## src/rtl/core/bba_pkg.sv

```systemverilog
// ---------------------------------------------------------------------------
// bba_pkg
// Shared constants, codes and controller/datapath structs of the buddy block
// allocator.
// ---------------------------------------------------------------------------
`default_nettype none

package bba_pkg;

    localparam int POOL_ORDER_DEF = 16;
    localparam int MIN_ORDER_DEF  = 4;
    localparam int HDR_BYTES      = 8;
    localparam int ORDER_W        = 5;

    // request opcodes
    localparam logic OP_ALLOC = 1'b0;
    localparam logic OP_FREE  = 1'b1;

    // result status codes
    localparam logic [1:0] RES_ALLOCATED = 2'd0;
    localparam logic [1:0] RES_NO_SPACE  = 2'd1;
    localparam logic [1:0] RES_FREED     = 2'd2;
    localparam logic [1:0] RES_IGNORED   = 2'd3;

    // datapath commands
    localparam logic [3:0] CMD_NONE    = 4'd0;
    localparam logic [3:0] CMD_LOAD    = 4'd1;
    localparam logic [3:0] CMD_DECODE  = 4'd2;
    localparam logic [3:0] CMD_A_TAKE  = 4'd3;
    localparam logic [3:0] CMD_A_SPLIT = 4'd4;
    localparam logic [3:0] CMD_F_CHECK = 4'd5;
    localparam logic [3:0] CMD_F_READ  = 4'd6;
    localparam logic [3:0] CMD_F_MERGE = 4'd7;
    localparam logic [3:0] CMD_F_FIN1  = 4'd8;
    localparam logic [3:0] CMD_F_FIN2  = 4'd9;

    typedef struct packed {
        logic [3:0] code;
    } dp_cmd_t;

    typedef struct packed {
        logic        op;          // latched opcode
        logic        alloc_fail;  // no order fits or no free block
        logic        free_bad;    // bad free address
        logic        order_bad;   // stored header invalid or already free
        logic        chk_more;    // stored order below pool order
        logic        can_merge;   // buddy free and of equal order
        logic        merge_more;  // another level above after this merge
        logic        split_more;  // taken block larger than wanted
        logic        split_last;  // this split reaches the wanted order
        logic [15:0] payload;     // block offset plus header
    } dp_stat_t;

endpackage

`default_nettype wire

```

## src/rtl/core/bba_ctrl.sv

```systemverilog
// ---------------------------------------------------------------------------
// bba_ctrl
// Allocator controller: sequences decode, split and merge steps and holds
// the result register.
// ---------------------------------------------------------------------------
`default_nettype none

module bba_ctrl
    import bba_pkg::*;
(
    input  wire logic        aclk,
    input  wire logic        aresetn,
    input  wire logic        s_tvalid,
    output logic             s_tready,
    output logic             m_tvalid,
    input  wire logic        m_tready,
    output logic [1:0]       m_status,
    output logic [15:0]      m_payload_address,
    output dp_cmd_t          cmd,
    input  wire dp_stat_t    st
);

    localparam logic [3:0] S_IDLE    = 4'd0;
    localparam logic [3:0] S_DECODE  = 4'd1;
    localparam logic [3:0] S_A_TAKE  = 4'd2;
    localparam logic [3:0] S_A_SPLIT = 4'd3;
    localparam logic [3:0] S_F_CHECK = 4'd4;
    localparam logic [3:0] S_F_READ  = 4'd5;
    localparam logic [3:0] S_F_MERGE = 4'd6;
    localparam logic [3:0] S_F_FIN1  = 4'd7;
    localparam logic [3:0] S_F_FIN2  = 4'd8;
    localparam logic [3:0] S_DONE    = 4'd9;

    logic [3:0]  state_reg, state_next;
    logic [1:0]  res_reg, res_next;
    logic        mv_reg, mv_next;
    logic [1:0]  ms_reg, ms_next;
    logic [15:0] ma_reg, ma_next;
    logic        slot_free;

    assign s_tready          = state_reg == S_IDLE;
    assign m_tvalid          = mv_reg;
    assign m_status          = ms_reg;
    assign m_payload_address = ma_reg;
    assign slot_free         = !mv_reg || m_tready;

    always_comb begin
        state_next = state_reg;
        res_next   = res_reg;
        cmd.code   = CMD_NONE;
        mv_next    = mv_reg && !m_tready;
        ms_next    = ms_reg;
        ma_next    = ma_reg;
        unique case (state_reg)
            S_IDLE: begin
                if (s_tvalid) begin
                    cmd.code   = CMD_LOAD;
                    state_next = S_DECODE;
                end
            end
            S_DECODE: begin
                cmd.code = CMD_DECODE;
                if (st.op == OP_ALLOC) begin
                    if (st.alloc_fail) begin
                        res_next   = RES_NO_SPACE;
                        state_next = S_DONE;
                    end else begin
                        state_next = S_A_TAKE;
                    end
                end else if (st.free_bad) begin
                    res_next   = RES_IGNORED;
                    state_next = S_DONE;
                end else begin
                    state_next = S_F_CHECK;
                end
            end
            S_A_TAKE: begin
                cmd.code = CMD_A_TAKE;
                res_next = RES_ALLOCATED;
                state_next = st.split_more ? S_A_SPLIT : S_DONE;
            end
            S_A_SPLIT: begin
                cmd.code = CMD_A_SPLIT;
                if (st.split_last) state_next = S_DONE;
            end
            S_F_CHECK: begin
                cmd.code = CMD_F_CHECK;
                if (st.order_bad) begin
                    res_next   = RES_IGNORED;
                    state_next = S_DONE;
                end else begin
                    state_next = st.chk_more ? S_F_READ : S_F_FIN1;
                end
            end
            S_F_READ: begin
                cmd.code   = CMD_F_READ;
                state_next = S_F_MERGE;
            end
            S_F_MERGE: begin
                cmd.code   = CMD_F_MERGE;
                state_next = (st.can_merge && st.merge_more) ? S_F_READ : S_F_FIN1;
            end
            S_F_FIN1: begin
                cmd.code   = CMD_F_FIN1;
                state_next = S_F_FIN2;
            end
            S_F_FIN2: begin
                cmd.code   = CMD_F_FIN2;
                res_next   = RES_FREED;
                state_next = S_DONE;
            end
            S_DONE: begin
                // hold until the result register is free
                if (slot_free) begin
                    mv_next    = 1'b1;
                    ms_next    = res_reg;
                    ma_next    = (res_reg == RES_ALLOCATED) ? st.payload : 16'd0;
                    state_next = S_IDLE;
                end
            end
            default: state_next = S_IDLE;
        endcase
    end

    always_ff @(posedge aclk) begin
        if (!aresetn) begin
            state_reg <= S_IDLE;
            mv_reg    <= 1'b0;
        end else begin
            state_reg <= state_next;
            mv_reg    <= mv_next;
        end
        res_reg <= res_next;
        ms_reg  <= ms_next;
        ma_reg  <= ma_next;
    end

    a_accept_decode: assert property (@(posedge aclk) disable iff (!aresetn)
        (s_tvalid && s_tready) |=> (state_reg == S_DECODE))
        else $error("accepted beat not decoded");

    a_done_emits: assert property (@(posedge aclk) disable iff (!aresetn)
        (state_reg == S_DONE && slot_free) |=> (m_tvalid && state_reg == S_IDLE))
        else $error("result not presented");

    a_addr_zero: assert property (@(posedge aclk) disable iff (!aresetn)
        (m_tvalid && m_status != RES_ALLOCATED) |-> (m_payload_address == 16'd0))
        else $error("address on a non-allocation result");

endmodule

`default_nettype wire

```

## config.mk

```make
export PLATFORM = sky130hd
export DESIGN_NAME = bba_ctrl
export DESIGN_NICKNAME = d
export VERILOG_FILES = /design/src/rtl/core/bba_pkg.sv /design/src/rtl/core/bba_ctrl.sv
export SDC_FILE = /design/constraint.sdc
export NUM_CORES = 1
export LEC_CHECK = 0
export BUFFER_PORTS_ARGS = -buffer_cell sky130_fd_sc_hd__buf_4
export CORE_ASPECT_RATIO = 0.75
export CORE_UTILIZATION = 51
export DETAILED_ROUTE_END_ITERATION = 12
export PLACE_DENSITY_LB_ADDON = 0.2
export SETUP_SLACK_MARGIN = 0.02
export SYNTH_ARGS = -nofsm -noshare
export SYNTH_HDL_FRONTEND = slang
export SYNTH_SLANG_ARGS = --single-unit
```

## constraint.sdc

```tcl
create_clock -name aclk -period 3.7 [get_ports aclk]
set_clock_uncertainty 0.1 [all_clocks]
set_input_delay 0.74 -clock aclk [delete_from_list [all_inputs] [get_ports aclk]]
set_output_delay 0.74 -clock aclk [all_outputs]
set_load 0.02 [all_outputs]
```

==> flow_results.xml <==
<?xml version="1.0" encoding="UTF-8"?>
<metrics>
  <group name="status">
    <metric name="status" unit="">finished clean</metric>
  </group>
  <group name="grt">
    <metric name="grt-ovfl-total" unit="">0</metric>
    <metric name="grt_pass1_wl" unit="mm">4.12</metric>
    <metric name="via_count_of_the_first_global_routing_pass" unit="">910</metric>
    <metric name="maximum_number_of_pins_on_one_net_before_global_route_repair" unit="">21</metric>
    <metric name="initial_antenna_violation_count" unit="">0</metric>
    <metric name="grt_util_all_layers" unit="">0.205</metric>
  </group>
  <group name="logic_synthesis">
    <metric name="synth_common_cells" unit="">sky130_fd_sc_hd__edfxtp_1, sky130_fd_sc_hd__and2_1, sky130_fd_sc_hd__nor2_1</metric>
    <metric name="yosys_warnings" unit="">0</metric>
    <metric name="avgSynthCellArea" unit="um^2">11.2</metric>
    <metric name="synth.top_cell.area_share" unit="">0.462</metric>
    <metric name="synth_top_cell_by_area" unit="">sky130_fd_sc_hd__edfxtp_1</metric>
    <metric name="mappedNetlistNets" unit="">145</metric>
    <metric name="synth_sequential_area_ratio" unit="">0.539</metric>
    <metric name="most_repeated_cell_in_the_gate_level_netlist_after_synthesis" unit="">sky130_fd_sc_hd__edfxtp_1</metric>
    <metric name="synth_ff_type" unit="">sky130_fd_sc_hd__edfxtp_1</metric>
    <metric name="async_reset_ff_frac" unit="">0</metric>
    <metric name="netlist_instances" unit="">116</metric>
    <metric name="synth_edf_count" unit="">20</metric>
    <metric name="ys_ff_latch" unit="">25</metric>
    <metric name="synthesis.area" unit="um^2">1300</metric>
    <metric name="synth_cell_type_count" unit="">37</metric>
    <metric name="synth.top_cells.by_area" unit="">sky130_fd_sc_hd__edfxtp_1, sky130_fd_sc_hd__and2_1, sky130_fd_sc_hd__dfxtp_1</metric>
  </group>
  <group name="die">
    <metric name="starting_density_of_the_core" unit="">0.554</metric>
    <metric name="die-area" unit="um^2">2760</metric>
    <metric name="row_count" unit="">15</metric>
    <metric name="pin_count" unit="">53</metric>
    <metric name="die_x" unit="um">60.3</metric>
    <metric name="floorplan.die.height" unit="um">45.7</metric>
    <metric name="core" unit="um^2">2350</metric>
  </group>
  <group name="hold_path">
    <metric name="hold_path.class" unit="">reg2reg</metric>
  </group>
  <group name="cells_and_area">
    <metric name="num-fill-cells" unit="">185</metric>
    <metric name="areaGrowthSynthToFinish" unit="%">31.6</metric>
    <metric name="post-route-util" unit="">0.729</metric>
    <metric name="drive_above_1_share" unit="">0.390</metric>
    <metric name="layout.nets" unit="">194</metric>
    <metric name="final_design_area_no_fill" unit="um^2">1710</metric>
    <metric name="largest_register_ff_count" unit="">16</metric>
    <metric name="antennaDiodeCount" unit="">0</metric>
  </group>
  <group name="route">
    <metric name="route.detailed.vias_per_inst" unit="">5.28</metric>
    <metric name="dr.pass1.iters" unit="">4</metric>
    <metric name="route.vias.total" unit="">1045</metric>
    <metric name="avgRoutedWirePerCell" unit="um">14.0</metric>
    <metric name="drtIter0Drc" unit="">29</metric>
    <metric name="drt_drc_violations_left" unit="">0</metric>
    <metric name="detail-route-antenna-nets" unit="">0</metric>
    <metric name="postRouteWirelength" unit="mm">2.77</metric>
  </group>
  <group name="worst_setup_path">
    <metric name="start_kind" unit="">flop</metric>
    <metric name="timing.setup.critical_path_class" unit="">reg2out</metric>
    <metric name="endpoint" unit="">cmd[0]</metric>
    <metric name="worstSetupStartpoint" unit="">state_reg[3]</metric>
    <metric name="required_time_at_the_endpoint_of_the_critical_path" unit="ns">2.86</metric>
    <metric name="r2r_start" unit="">state_reg[0]</metric>
    <metric name="timing.rr.end" unit="">res_reg[1]</metric>
    <metric name="reg2reg_setup_slack" unit="ns">1.64</metric>
    <metric name="worst-r2r-cell-count" unit="">3</metric>
    <metric name="critical_path_data_arrival_time" unit="ns">1.71</metric>
    <metric name="worst_setup_path_end_kind" unit="">output pin</metric>
    <metric name="critical_path_peak_fanout" unit="">18</metric>
  </group>
  <group name="power">
    <metric name="power.share.clock" unit="">0.193</metric>
    <metric name="powerDensity" unit="nW/um^2">368</metric>
    <metric name="p_int" unit="W">0.000442</metric>
    <metric name="cellLeakagePower" unit="nW">0.675</metric>
    <metric name="switching_share" unit="">0.298</metric>
    <metric name="power_frac_seq" unit="">0.554</metric>
    <metric name="report.power.total" unit="W">0.000629</metric>
    <metric name="pwr-share-comb" unit="">0.253</metric>
    <metric name="irDropWorstVdd" unit="mV">0.243</metric>
    <metric name="p_sw" unit="W">0.000187</metric>
  </group>
  <group name="cts">
    <metric name="clock_latency" unit="ns">0.32</metric>
    <metric name="cts-buffers-inserted" unit="">3</metric>
    <metric name="post_cts_resized" unit="">0</metric>
    <metric name="cts_num_sinks" unit="">25</metric>
    <metric name="clock_tree.root_cell" unit="">sky130_fd_sc_hd__clkbuf_4</metric>
    <metric name="cts_tree" unit="">built</metric>
    <metric name="cts_setup_buffers" unit="">0</metric>
    <metric name="path_clk_slew" unit="ns">0.14</metric>
    <metric name="cts-htree-levels" unit="">1</metric>
    <metric name="cts_buffer_depth" unit="">2</metric>
    <metric name="cts_hold_buf" unit="">0</metric>
  </group>
  <group name="placement">
    <metric name="dp_hpwl" unit="mm">2.14</metric>
    <metric name="portBuffers" unit="">52</metric>
    <metric name="finalWeightedCongestion" unit="">0.823</metric>
    <metric name="postPlaceCellArea" unit="um^2">1680</metric>
    <metric name="dpl_worst_slack" unit="ns">1.52</metric>
  </group>
  <group name="timing">
    <metric name="report.final.slew_viol_count" unit="">0</metric>
    <metric name="finalWorstPathRequiredPeriod" unit="ns">2.55</metric>
    <metric name="setup_violations_final" unit="">0</metric>
    <metric name="tightest_slew" unit="ns">0.742</metric>
    <metric name="final.period_utilization" unit="">0.690</metric>
    <metric name="fmaxAchievable" unit="GHz">0.392</metric>
    <metric name="grt_setup_unrepaired" unit="">false</metric>
    <metric name="final_hold_viol_count" unit="">0</metric>
    <metric name="setup_tns" unit="ns">0</metric>
    <metric name="timing.max_slew.rel_slack" unit="">0.504</metric>
    <metric name="setup_ws" unit="ns">1.15</metric>
  </group>
  <group name="flow_run">
    <metric name="max_cap_viol_count" unit="">0</metric>
  </group>
</metrics>
## cell usage in the layout (no fill, tap or decap), types with 2 or more instances in the layout
cell                       count
sky130_fd_sc_hd__o21a_1        3
sky130_fd_sc_hd__dfxtp_1       5
sky130_fd_sc_hd__mux2_2        2
sky130_fd_sc_hd__edfxtp_1     20
sky130_fd_sc_hd__and2_1       16
sky130_fd_sc_hd__nand3_1       2
sky130_fd_sc_hd__nor4_2        2
sky130_fd_sc_hd__xnor2_1       2
sky130_fd_sc_hd__nor2b_1       3
sky130_fd_sc_hd__nor2_1        8
sky130_fd_sc_hd__nor3_1        3
sky130_fd_sc_hd__inv_1         3
sky130_fd_sc_hd__nand2b_1      5
sky130_fd_sc_hd__a31oi_1       2
sky130_fd_sc_hd__buf_4        53
sky130_fd_sc_hd__nand2_1       3
sky130_fd_sc_hd__a21oi_1       7
sky130_fd_sc_hd__o21ai_0       5
sky130_fd_sc_hd__clkbuf_4      3
## final cells by class
type,count,area [um^2],share of cell area
Multi-Input combinational cell,78,527,0.308
Clock buffer,3,22.5,0.0132
Inverter,4,15.0,0.00878
Timing Repair Buffer,53,398,0.233
Tap cell,34,42.5,0.0249
Sequential cell,25,701,0.410
Clock inverter,1,5.00,0.00293
## worst min path at each step
stage                     startpoint          end  slack, ns  depth (start not counted)
after floorplan           res_reg[1]  m_status[1]       0.33                          0
after detailed placement  res_reg[1]  m_status[1]       0.35                          0
final                     res_reg[1]  m_status[1]       0.37                          0
after global placement    res_reg[0]  m_status[0]       0.33                          0
after global routing      res_reg[0]  m_status[0]       0.40                          0
after CTS                 res_reg[1]  m_status[1]       0.38                          0
## cell families after synthesis
logic type	after synthesis	share of synthesized area
AO/OA/AOI/OAI	27	0.159
XOR/XNOR	2	0.0135
buffers and inverters	13	0.0558
flip-flops	25	0.539
multiplexers	2	0.0173
AND/OR/NAND/NOR	47	0.216
## metrics by stage
stage / hold slack [ns] / instances
3_5_place_dp: 0.345 / 194
6_report: 0.374 / 198
2_1_floorplan: 0.327 / 116
5_1_grt: 0.398 / 198
4_1_cts: 0.377 / 198
3_3_place_gp: 0.331 / 194
## power by group through the flow
stage,combinational [W],clock (W),sequential (W)
global placement,0.000154,0,0.000353
detailed placement,0.000159,0,0.000354
floorplan,0.000113,0,0.000343
global route,0.000172,0.000135,0.000352
finish,0.000159,0.000121,0.000348
CTS,0.000159,0.000123,0.000348
## routing by layer
metal / wire length, um / vias to the layer above / share of wire / track usage
li1: - / 511 / - / -
met1: 1140 / 488 / 0.41 / 0.257
met2: 1400 / 44 / 0.51 / 0.360
met3: 223 / 2 / 0.080 / 0.0597
met4: 4 / 0 / 0.0014 / 0.0279
met5: 0 / - / 0 / 0
## worst max-delay path, stage by stage (launching register included)
cell and delay (ns):
sky130_fd_sc_hd__dfxtp_1 0.69, sky130_fd_sc_hd__or2_1 0.34, sky130_fd_sc_hd__o31ai_1 0.10, sky130_fd_sc_hd__nor2_1 0.11, sky130_fd_sc_hd__buf_4 0.15
(Power assumes the default switching activity.)
